### src/rtl/fsc_pkg.sv
`timescale 1ns / 1ps

package fsc_pkg;

    localparam int NUM_PLANES  = 6;
    localparam int VALUE_WIDTH = 32;
    localparam int PLANE_W     = 3;
    localparam int COMP_W      = 2;
    localparam int STEP_W      = 3;
    localparam int NORM_FRAC   = 30;
    localparam int OFS_FRAC    = 16;

    localparam logic [PLANE_W-1:0] LAST_PLANE = PLANE_W'(NUM_PLANES - 1);
    localparam logic [COMP_W-1:0]  LAST_COMP  = COMP_W'(3);
    localparam logic [COMP_W-1:0]  LAST_SQ    = COMP_W'(2);
    localparam logic [STEP_W-1:0]  STEP_OFS   = STEP_W'(3);
    localparam logic [STEP_W-1:0]  STEP_CHECK = STEP_W'(4);

    typedef enum logic [1:0] {
        OP_WRITE  = 2'd0,
        OP_COMMIT = 2'd1,
        OP_TEST   = 2'd2
    } op_t;

    typedef enum logic [3:0] {
        ST_IDLE,
        ST_RD_A,
        ST_RD_C,
        ST_SQ_INIT,
        ST_SQ_RUN,
        ST_SQRT_INIT,
        ST_SQRT_RUN,
        ST_LEN_CHECK,
        ST_DIV_INIT,
        ST_DIV_RUN,
        ST_DIV_STORE,
        ST_ZERO_STORE,
        ST_TEST,
        ST_RESULT
    } state_t;

    typedef enum logic [3:0] {
        CMD_NONE,
        CMD_WRITE,
        CMD_LOAD,
        CMD_RD_A,
        CMD_RD_C,
        CMD_SQ_INIT,
        CMD_SQ_RUN,
        CMD_SQRT_INIT,
        CMD_SQRT_RUN,
        CMD_DIV_INIT,
        CMD_DIV_RUN,
        CMD_DIV_STORE,
        CMD_ZERO_STORE,
        CMD_TEST,
        CMD_EMIT
    } cmd_op_t;

    typedef struct packed {
        cmd_op_t             op;
        logic [PLANE_W-1:0]  plane;
        logic [COMP_W-1:0]   comp;
        logic [STEP_W-1:0]   step;
    } ctrl_cmd_t;

    typedef struct packed {
        logic done;
        logic len_zero;
        logic outside;
        logic out_free;
    } ctrl_status_t;

    // plane order: right, left, down, up, far, near
    function automatic logic [1:0] plane_col(input logic [PLANE_W-1:0] p);
        logic [1:0] c;
        unique case (p)
            3'd0, 3'd1: c = 2'd0;
            3'd2, 3'd3: c = 2'd1;
            default:    c = 2'd2;
        endcase
        return c;
    endfunction

    function automatic logic plane_add(input logic [PLANE_W-1:0] p);
        logic a;
        unique case (p)
            3'd1, 3'd2, 3'd5: a = 1'b1;
            default:          a = 1'b0;
        endcase
        return a;
    endfunction

endpackage

### src/rtl/fsc_ctrl.sv
`timescale 1ns / 1ps

module fsc_ctrl (
    input  logic                 clk,
    input  logic                 rst_n,
    input  logic                 s_valid,
    input  logic [1:0]           op,
    output logic                 s_ready,
    input  fsc_pkg::ctrl_status_t status,
    output fsc_pkg::ctrl_cmd_t   cmd
);
    import fsc_pkg::*;

    state_t              state_reg, state_next;
    logic [PLANE_W-1:0]  plane_reg, plane_next;
    logic [COMP_W-1:0]   comp_reg,  comp_next;
    logic [STEP_W-1:0]   step_reg,  step_next;

    always_ff @(posedge clk or negedge rst_n)
    begin
        if (!rst_n)
        begin
            state_reg <= ST_IDLE;
            plane_reg <= '0;
            comp_reg  <= '0;
            step_reg  <= '0;
        end
        else
        begin
            state_reg <= state_next;
            plane_reg <= plane_next;
            comp_reg  <= comp_next;
            step_reg  <= step_next;
        end
    end

    always_comb
    begin
        state_next = state_reg;
        plane_next = plane_reg;
        comp_next  = comp_reg;
        step_next  = step_reg;
        unique case (state_reg) inside
            ST_IDLE:
            begin
                if (s_valid && op == OP_COMMIT)
                begin
                    state_next = ST_RD_A;
                    plane_next = '0;
                    comp_next  = '0;
                end
                else if (s_valid && op == OP_TEST)
                begin
                    state_next = ST_TEST;
                    plane_next = '0;
                    step_next  = '0;
                end
            end
            ST_RD_A:
                state_next = ST_RD_C;
            ST_RD_C:
            begin
                if (comp_reg == LAST_COMP)
                begin
                    state_next = ST_SQ_INIT;
                    comp_next  = '0;
                end
                else
                begin
                    state_next = ST_RD_A;
                    comp_next  = comp_reg + 1'b1;
                end
            end
            ST_SQ_INIT:
                state_next = ST_SQ_RUN;
            ST_SQ_RUN:
            begin
                if (status.done)
                begin
                    if (comp_reg == LAST_SQ)
                        state_next = ST_SQRT_INIT;
                    else
                    begin
                        state_next = ST_SQ_INIT;
                        comp_next  = comp_reg + 1'b1;
                    end
                end
            end
            ST_SQRT_INIT:
                state_next = ST_SQRT_RUN;
            ST_SQRT_RUN:
            begin
                if (status.done)
                    state_next = ST_LEN_CHECK;
            end
            ST_LEN_CHECK:
            begin
                comp_next  = '0;
                state_next = status.len_zero ? ST_ZERO_STORE : ST_DIV_INIT;
            end
            ST_DIV_INIT:
                state_next = ST_DIV_RUN;
            ST_DIV_RUN:
            begin
                if (status.done)
                    state_next = ST_DIV_STORE;
            end
            ST_DIV_STORE, ST_ZERO_STORE:
            begin
                if (state_reg == ST_DIV_STORE && comp_reg != LAST_COMP)
                begin
                    state_next = ST_DIV_INIT;
                    comp_next  = comp_reg + 1'b1;
                end
                else if (plane_reg == LAST_PLANE)
                    state_next = ST_IDLE;
                else
                begin
                    state_next = ST_RD_A;
                    plane_next = plane_reg + 1'b1;
                    comp_next  = '0;
                end
            end
            ST_TEST:
            begin
                if (step_reg == STEP_CHECK)
                begin
                    if (status.outside || plane_reg == LAST_PLANE)
                        state_next = ST_RESULT;
                    else
                    begin
                        plane_next = plane_reg + 1'b1;
                        step_next  = '0;
                    end
                end
                else
                    step_next = step_reg + 1'b1;
            end
            ST_RESULT:
            begin
                if (status.out_free)
                    state_next = ST_IDLE;
            end
            default:
                state_next = ST_IDLE;
        endcase
    end

    always_comb
    begin
        s_ready   = 1'b0;
        cmd.op    = CMD_NONE;
        cmd.plane = plane_reg;
        cmd.comp  = comp_reg;
        cmd.step  = step_reg;
        unique case (state_reg)
            ST_IDLE:
            begin
                s_ready = 1'b1;
                if (s_valid && op == OP_WRITE)
                    cmd.op = CMD_WRITE;
                else if (s_valid && op == OP_TEST)
                    cmd.op = CMD_LOAD;
            end
            ST_RD_A:       cmd.op = CMD_RD_A;
            ST_RD_C:       cmd.op = CMD_RD_C;
            ST_SQ_INIT:    cmd.op = CMD_SQ_INIT;
            ST_SQ_RUN:     cmd.op = CMD_SQ_RUN;
            ST_SQRT_INIT:  cmd.op = CMD_SQRT_INIT;
            ST_SQRT_RUN:   cmd.op = CMD_SQRT_RUN;
            ST_LEN_CHECK:  cmd.op = CMD_NONE;
            ST_DIV_INIT:   cmd.op = CMD_DIV_INIT;
            ST_DIV_RUN:    cmd.op = CMD_DIV_RUN;
            ST_DIV_STORE:  cmd.op = CMD_DIV_STORE;
            ST_ZERO_STORE: cmd.op = CMD_ZERO_STORE;
            ST_TEST:       cmd.op = CMD_TEST;
            ST_RESULT:     cmd.op = status.out_free ? CMD_EMIT : CMD_NONE;
            default:       cmd.op = CMD_NONE;
        endcase
    end

`ifndef SYNTHESIS
    a_plane_range: assert property (@(posedge clk) disable iff (!rst_n)
        plane_reg <= LAST_PLANE)
        else $error("plane index out of range");

    a_store_nonzero_len: assert property (@(posedge clk) disable iff (!rst_n)
        state_reg == ST_DIV_STORE |-> !status.len_zero)
        else $error("divide store with zero length");

    a_early_out: assert property (@(posedge clk) disable iff (!rst_n)
        (state_reg == ST_TEST && step_reg == STEP_CHECK && status.outside)
        |=> state_reg == ST_RESULT)
        else $error("outside plane did not end the test");

    a_step_range: assert property (@(posedge clk) disable iff (!rst_n)
        state_reg == ST_TEST |-> step_reg <= STEP_CHECK)
        else $error("test step out of range");
`endif

endmodule

### config.mk
export PLATFORM = sky130hd
export DESIGN_NAME = fsc_ctrl
export DESIGN_NICKNAME = d
export VERILOG_FILES = /design/src/rtl/fsc_pkg.sv /design/src/rtl/fsc_ctrl.sv
export SDC_FILE = /design/constraint.sdc
export NUM_CORES = 1
export LEC_CHECK = 0
export BUFFER_PORTS_ARGS = -buffer_cell sky130_fd_sc_hd__buf_2
export CAP_MARGIN = 20
export CORE_MARGIN = 5
export CORE_UTILIZATION = 46
export CTS_BUF_LIST = sky130_fd_sc_hd__clkbuf_8
export DETAILED_ROUTE_END_ITERATION = 10
export PLACE_DENSITY = 0.68
export SYNTH_ARGS = -nofsm -noshare
export SYNTH_HDL_FRONTEND = slang
export SYNTH_SLANG_ARGS = --single-unit
export TNS_END_PERCENT = 50
### constraint.sdc
create_clock -name clk -period 5.6 [get_ports clk]
set_clock_uncertainty 0.2 [all_clocks]
set_input_delay 0 -clock clk [delete_from_list [all_inputs] [get_ports clk]]
set_output_delay 0 -clock clk [all_outputs]
set_load 0.005 [all_outputs]
Word-level counts from Yosys, hierarchy flattened

Index checks and enable logic that the tools add are counted.

Bits in registers: 12
Latch bits: 0
Memory bits (writable): 0
Memory bits (read-only): 0
Bits of input ports: 9
Memories kept: 0

Add/sub/neg operators: 3
Multiply operators: 0
Divide/modulo/power cells: 0
Order comparisons: 0
Equality and inequality tests: 36
Shifts and indexed selects: 0
Muxes and demuxes: 37
Bitwise gates (word level): 0
Reduce and logical (&&, ||, !) cells: 15

Operator list:

| cell                                                                    | number |
|---|---|
| 4-bit one-hot mux with 13 select lines                                  | 2 |
| 4-bit 2-to-1 mux                                                        | 11 |
| 3-bit 2-to-1 mux                                                        | 10 |
| 4-bit equality test, second input constant                              | 6 |
| 2-bit inequality test, second input constant                            | 10 |
| 2-bit 2-to-1 mux                                                        | 9 |
| 4-bit by 3-bit equality test with 1-bit output, second input constant   | 4 |
| 2-bit one-hot mux with 5 select lines                                   | 1 |
| 3-bit one-hot mux with 3 select lines                                   | 1 |
| 4-bit by 2-bit equality test with 1-bit output, second input constant   | 2 |
| 2-bit by 1-bit inequality test with 1-bit output, second input constant | 4 |
| 7-bit AND reduction                                                     | 1 |
| 3-bit by 1-bit adder with 3-bit output, second input constant           | 2 |
| 2-bit equality test, second input constant                              | 3 |
| 3-bit equality test, second input constant                              | 2 |
| 3-bit inequality test, second input constant                            | 2 |
| 3-bit one-hot mux with 2 select lines                                   | 1 |
| 6-bit AND reduction                                                     | 1 |
| 5-bit AND reduction                                                     | 1 |
| 5-bit nonzero test                                                      | 1 |
| 4-bit by 1-bit equality test with 1-bit output, second input constant   | 1 |
| 1-bit logical AND                                                       | 4 |
| 4-bit zero test                                                         | 1 |
| 4-bit AND reduction                                                     | 1 |
| 9 further kinds                                                         | 10 |

Depth between registers and ports, before layout

Gate-level depths: netlist (run 1).

Word-level depth: 5
Gate-level depth with buffers: 7

Least setup slack after synthesis (run 1)

Ideal clock, no wire load.

Path kind: register to register
Start point: register state_reg[1]
End point: register state_reg[0]
Library setup time: 0.125 ns
Data arrival time: 1.509 ns
Setup slack: 3.766 ns
Cell stages (with the launch flop): 6
Path buffers: 0
Cell sequence: dfrtp_1 > and4bb_4 > nand2_2 > a21boi_2 > and3_4 > mux2_4

Longest elaborated chain between the ends: 4

Ends and longest elaborated chain:

| item                                   | line            | RTL |
|---|---|---|
| from (decl)                            | fsc_ctrl.sv:14  | `state_t state_reg, state_next;` |
| from (signal assigned)                 | fsc_ctrl.sv:30  | `state_reg <= state_next;` |
| 4-bit equality test                    | fsc_ctrl.sv:110 | `if (state_reg == ST_DIV_STORE && comp_reg != LAST_COMP)` |
| 1-bit logical AND                      | fsc_ctrl.sv:110 |  |
| 4-bit 2-to-1 mux                       | fsc_ctrl.sv:110 |  |
| 4-bit one-hot mux with 13 select lines | fsc_ctrl.sv:43  | `unique case (state_reg) inside` |

Several ways; a longest one is shown, not always the timed one.
A chain may end at the register's enable or synchronous reset.

Final worst setup path (run 1)

Start point: register state_reg[3]
End point: register plane_reg[1]

Longest elaborated chain between the ends: 4

Ends and longest elaborated chain:

| item                                                                                | line                            | RTL |
|---|---|---|
| 4-bit equality test (on tied branches)                                              | --                              |  |
| 2-bit OR reduction / 1-bit logical AND (equally long branches)                      | fsc_ctrl.sv:43, fsc_ctrl.sv:110 |  |
| 2-bit inequality test (no source line) / 3-bit nonzero test (equally long branches) | --                              |  |
| 6-bit AND reduction (no source line)                                                | --                              |  |
| to (signal assigned)                                                                | fsc_ctrl.sv:31                  | `plane_reg <= plane_next;` |
| to (decl)                                                                           | fsc_ctrl.sv:15                  | `logic [PLANE_W-1:0] plane_reg, plane_next;` |

Several ways; a longest one is shown, not always the timed one.

==> metrics.cfg, run 1 <==
[clock_network]
postCtsSetupRepairBufs = 0
cts_sinks = 12
cts_made_buffers = 3
cts_tree = yes
cts_root_buffer = clkbuf_8
clkTransAtPathRegs_ps = 50
cts_buffer_depth = 2
ctsHtreeMaxLevel = 1
worstSkewPairLatency_ps = 240

[place]
hpwl_mm = 1.93
pre_cts_ws_ps = 3310
gp_congestion = 0.878
place.port_buffers = 21
dp_cells = 184
placed_area_sq_mm = 0.00123

[layout]
areaGrowthSynthToFinish_pct = 16.2
final_util_pct = 54.7
largest_reg_flops = 4
finalNetCount = 177
stdcell_area_sq_mm = 0.00132
fin_cells = 191
drive_above_1_share_pct = 20.5
n_antenna_cell = 0

[setup_path]
rr_startpoint = state_reg[3]$_DFFE_PN0P_
worstSetupPathType = reg -> reg
cp_max_fo = 27
r2r_slack_ps = 3260
path_buf_inv = 0
cp_slowest_cell = dfrtp_1
cp.required_ps = 5520
reg2reg_to = plane_reg[1]$_DFFE_PN0P_
cp_slowest_stage_delay_ps = 850
crit_path_cell_trace = and4bb_4 > nand3b_1 > o21ai_1 > nand3_1 > mux2_1
path_delay_family = flip-flops
ff2ff_path_depth = 5
endpoint_kind = register
startpoint_type = register
cp.arrival_ps = 2260

[sta]
slew_violations = 0
setup_viol = 0
layout_setup_ws_ps = 3260
rsz0062_at_grt = false
fin_hold_ws_ps = 83.0
tightestPinTransition_ps = 782
finalCritPeriodShare_pct = 41.8
tns_ps = 0
hold_violations = 0
max_clock_freq_mhz = 427
slew_headroom_pct = 47.9
layout_min_cycle_time_ps = 2340

[synth]
ys_seq_area_share_pct = 26.5
yosys_warnings = 0
synthDistinctLibCells = 46
synthFlopType = dfrtp_1
async_flop_share_pct = 100
syn-mean-instance-area_sq_um = 7.98
syn_area_sq_mm = 0.00113
synth_edf_count = 0
netlist_instances = 142
synth_nets = 157
synth_seq_cells = 12

[route]
wl_met1_mm = 1.18
drt_iter0_markers = 30
met2WireLength_mm = 1.20
dr.pass1.iters = 4
drt-vias-per-instance = 5.80
wl_per_cell_um = 13.8
drt_wl_total_mm = 2.63
drtAntennaViolNets = 0
wl_met3_um = 193
highest_layer = met4
drc = 0
vias = 1108

[grt]
grt_max_degree = 28
track_usage_pct = 16.0
grt_pass1_vias = 997
grt-ovfl-total = 0
grt_pass1_wl_mm = 4.41
antenna_found_initial = 0

[floorplanning]
fp.dieW_um = 59.6
num_io_pins = 22
die_area_sq_mm = 0.00356
core_sq_mm = 0.00241
start_util_pct = 47.0
die_y_um = 59.6
rows = 18

[pwr]
max-vdd-ir-drop_v = 0.000334
p_leak_nw = 0.618
cellPowerDensity_mw_per_mm2 = 554
finalPower_mw = 0.730

[flow_run]
cap_violations = 0

[worst_hold_path]
hold_end = state_reg[1]$_DFFE_PN0P_
min_from = status[2]
hold_path_class = in -> reg
whs_path_depth = 4

[status]
status = finished, final reports clean

report_power, final:
| group | internal (mW) | switching (mW) |
|---|---|---|
| clock | 0.0621 | 0.0321 |
| combinational | 0.218 | 0.193 |
| sequential | 0.117 | 0.108 |
| total | 0.398 | 0.332 |
synthesized netlist by cell type (2+ instances only):
cell / instances / area (sq um)
and2_1: 2 / 12.5
inv_1: 8 / 30.0
buf_2: 2 / 10.0
a31oi_1: 2 / 12.5
a21o_1: 2 / 15.0
nor2b_1: 3 / 18.8
nand3_1: 4 / 20.0
nor3_1: 6 / 30.0
buf_4: 2 / 15.0
nand2_1: 13 / 48.8
a22o_1: 2 / 17.5
nand2b_1: 7 / 43.8
o21ai_1: 2 / 10.0
nor2_1: 9 / 33.8
nand3b_1: 2 / 15.0
o211ai_1: 2 / 15.0
o22ai_1: 3 / 18.8
mux2_4: 2 / 30.0
dfrtp_1: 12 / 300
a21oi_1: 10 / 50.1
a31o_1: 2 / 17.5
ha_1: 6 / 75.1
o21ai_0: 10 / 50.1
clkbuf_1: 4 / 15.0
mux2_1: 4 / 45.0
cell usage in the layout (no fill, tap or decap), types with 2 or more instances in the layout:
cell type,count
buf_2,21
nor2_1,9
a31o_1,2
nor2b_1,3
mux2_1,4
o211ai_1,2
nand2_1,13
dfrtp_1,12
a22o_1,2
mux2_4,2
a21oi_1,10
ha_1,6
nor3_1,6
a31oi_1,2
nand3_1,4
dlygate4sd3_1,3
nand3b_1,2
inv_1,8
o21ai_1,2
and2_1,2
o21ai_0,10
nand2b_1,7
a21o_1,2
o22ai_1,3
clkbuf_8,4
worst register-to-register path: stages, from the launching register on:
cell      delay (ps)
dfrtp_1          850
and4bb_4         390
nand3b_1         140
o21ai_1          130
nand3_1          170
mux2_1           340
worst max-delay path by stage:
| stage | from | end | slack (ps) | cells after the start |
|---|---|---|---|---|
| after floorplan | state_reg[1]$_DFFE_PN0P_ | state_reg[0]$_DFFE_PN0P_ | 3770 | 5 |
| after global placement | state_reg[1]$_DFFE_PN0P_ | plane_reg[2]$_DFFE_PN0P_ | 3360 | 5 |
| after detailed placement | state_reg[3]$_DFFE_PN0P_ | plane_reg[0]$_DFFE_PN0P_ | 3310 | 5 |
| after CTS | state_reg[3]$_DFFE_PN0P_ | plane_reg[0]$_DFFE_PN0P_ | 3290 | 5 |
| after global routing | state_reg[1]$_DFFE_PN0P_ | state_reg[2]$_DFFE_PN0P_ | 3130 | 5 |
| final | state_reg[3]$_DFFE_PN0P_ | plane_reg[1]$_DFFE_PN0P_ | 3260 | 5 |
layer usage:
layer | track usage (%) | vias to the layer above
met5 | 0 | -
met4 | 6.96 | 0
met3 | 2.83 | 7
met2 | 24.8 | 40
met1 | 21.4 | 510
li1 | - | 551
area by class of cell:
cell class,count,area [sq um]
inverter,8,30.0
multi-input combinational,113,759
clock buffer,4,55.1
fill,231,1090
tap,30,37.5
timing repair buffer,24,135
sequential,12,300
cell families (layout without fill, tap and decap cells):
family                     count (synthesis)  in the layout  share of synthesized area [%]
buffers and inverters                     17             36                           6.51
xor gates and xnor gates                   1              1                          0.773
adders and majority gates                  6              6                           6.62
DFF                                       12             12                           26.5
muxes                                      7              7                           7.51
AOI/OAI and AO/OA                         44             44                           25.2
and+or+nand+nor                           55             55                           26.9
repair_timing:
action	CTS	global route
resized for setup	0	0
endpoints found under the hold margin	13	0
hold buffers	3	0
No activity file was read; power rests on OpenSTA's default activity.
==> run 2, diff against run 1 <==
- clock period: 5.6 -> 2.3 ns (I/O delays scaled with it)
==> run 2 against run 1 <==
Via count rose by 2.3%. Global-route usage rose by 1.6 points. Fmax rose by 9.9%. Die area did not move. First-iteration DRC count rose by 73%. Worst setup slack got worse by 3100 ps. Register-to-register slack got worse by 3100 ps. Final cell count rose by 4.2%. Combinational power rose to 3.0 times the previous value.
==> metrics.cfg, run 2 (synthesis results as in run 1) <==
[clock_network]
ctsHtreeMaxLevel = 1  ; unchanged
cts_made_buffers = 3  ; unchanged
cts_resized = 0  ; unchanged
worstSkewPairLatency_ps = 240  ; about the same
cts_sinks = 12  ; unchanged
postCtsSetupRepairBufs = 0  ; unchanged
cts_buffer_depth = 2  ; unchanged
clkTransAtPathRegs_ps = 50  ; about the same
cts_tree = yes
cts_root_buffer = clkbuf_8

[sta]
rsz0062_at_grt = false
setup_viol = 0  ; unchanged
fin_hold_ws_ps = 104  ; +20.7 ps
layout_min_cycle_time_ps = 2130  ; -210 ps
slew_violations = 0  ; unchanged
finalCritPeriodShare_pct = 92.6  ; +51 points
layout_setup_ws_ps = 170  ; -3090 ps
tightestPinTransition_ps = 561  ; -221 ps
max_clock_freq_mhz = 470  ; +9.9%
tns_ps = 0  ; unchanged
hold_violations = 0  ; unchanged
slew_headroom_pct = 62.5  ; +15 points

[route]
drt-vias-per-instance = 5.70  ; -1.8%
wl_per_cell_um = 14.6  ; +6.3%
vias = 1134  ; +2.3%
drc = 0  ; unchanged
drt_wl_total_mm = 2.91  ; +11%
drt_iter0_markers = 52  ; +73%
dr.pass1.iters = 4  ; unchanged
drtAntennaViolNets = 0  ; unchanged

[layout]
most-common-layout-cells = buf_2 (21), nand2_1 (13), dfrtp_1 (12), a21oi_1 (10), o21ai_0 (10)
finalNetCount = 186  ; +5.1%
areaGrowthSynthToFinish_pct = 21.0
n_antenna_cell = 0  ; unchanged
stdcell_area_sq_mm = 0.00137  ; +4.1%
fill_cells = 225  ; -2.6%
fin_cells = 199  ; +4.2%
largest_reg_flops = 4  ; unchanged
final_common_cell = buf_2
drive_above_1_share_pct = 24.3  ; +3.8 points

[floorplanning]
core_sq_mm = 0.00241  ; unchanged
rows = 18  ; unchanged
die_area_sq_mm = 0.00356  ; unchanged
num_io_pins = 22  ; unchanged
die_y_um = 59.6  ; unchanged
start_util_pct = 47.0  ; unchanged
fp.dieW_um = 59.6  ; unchanged

[grt]
grt_pass1_vias = 1066  ; +6.9%
track_usage_pct = 17.6  ; +1.6 points
grt_pass1_wl_mm = 4.81  ; +9.1%
grt_max_degree = 18  ; -36%
grt-ovfl-total = 0  ; unchanged
antenna_found_initial = 0  ; unchanged

[pwr]
swShare_pct = 45.4  ; -0.18 points
cellPowerDensity_mw_per_mm2 = 1370  ; +150%
p_leak_nw = 0.656  ; +6.2%
clkPwrFrac_pct = 10.0  ; -2.9 points
max-vdd-ir-drop_v = 0.000760  ; +130%
total_switching_power_mw = 0.851  ; +160%
internal_power_mw = 1.03  ; +160%
combPwrFrac_pct = 65.7  ; +9.5 points
seqPwrFrac_pct = 24.3  ; -6.6 points

[place]
pre_cts_ws_ps = 222  ; -3080 ps
dp_cells = 193  ; +4.9%
place.port_buffers = 21  ; unchanged
placed_area_sq_mm = 0.00130  ; +5.5%
hpwl_mm = 2.22  ; +15%
gp_congestion = 0.905  ; +3.1%

[setup_path]
cp_max_fo = 15  ; -44%
cp.required_ps = 2210  ; -3310 ps
worstSetupPathType = reg -> reg
cp.arrival_ps = 2040  ; -220 ps
r2r_slack_ps = 170  ; -3090 ps
startpoint_type = register
endpoint_kind = register

[status]
status = finished, final reports clean

[worst_hold_path]
hold_path_class = in -> reg

[flow_run]
cap_violations = 0  ; unchanged

[run 2: cell count changes in the layout (fill, tap and decap cells not counted)]
cell,previous run,this run
buf_4,0,9
clkbuf_8,4,3
[run 2: metal layers]
layer	routed length (um)	GRT usage [%]	part of all wire, %
met1	1330	23.0	46
met2	1410	29.0	48
met3	153	2.61	5.3
met4	18	6.65	0.62
met5	0	0	0
[run 2: worst paths after layout]
check                                         start                       end  cells after the start
max                        state_reg[3]$_DFFE_PN0P_  plane_reg[1]$_DFFE_PN0P_                      5
min                                       status[2]  state_reg[1]$_DFFE_PN0P_                      4
max reg2reg                state_reg[3]$_DFFE_PN0P_  plane_reg[1]$_DFFE_PN0P_                      5
min reg2reg                 step_reg[2]$_DFFE_PN0P_   step_reg[2]$_DFFE_PN0P_                      1
max in group asynchronous                     rst_n   comp_reg[0]$_DFFE_PN0P_                      3
min in group asynchronous                     rst_n   step_reg[1]$_DFFE_PN0P_                      3
[run 2: critical path, stage by stage, from the launching register on]
cell and delay, ps:
dfrtp_1 660, and4bb_4 350, nand3b_1 140, o21ai_1 140, nand3_1 170, mux2_1 340
[run 2: power groups by stage]
stage | Sequential (mW) | Clock [mW] | Combinational [mW]
after floorplan | 0.365 | 0 | 0.936
after global placement | 0.443 | 0 | 1.20
after global routing | 0.474 | 0.204 | 1.36
after CTS | 0.448 | 0.195 | 1.24
after detailed placement | 0.451 | 0 | 1.23
final | 0.455 | 0.189 | 1.23
[run 2: layout make-up]
class	count	area, sq um	area share (%)
well taps	30	37.5	2.74
inverters	8	30.0	2.19
repair buffers	33	203	14.8
multi-input cells	113	759	55.4
flip-flops and latches	12	300	21.9
clock buffers	3	41.3	3.01
[run 2: repair_timing]
action,in CTS,in global routing
setup endpoints to repair,0,0
hold buffers,3,0
hold endpoints to repair,13,0
[run 2: through the flow]
step	utilization, %	total power, mW
after CTS	56.9	1.88
after floorplan	-	1.30
after global routing	56.9	2.04
after detailed placement	53.9	1.68
final	56.9	1.88
after global placement	53.9	1.64
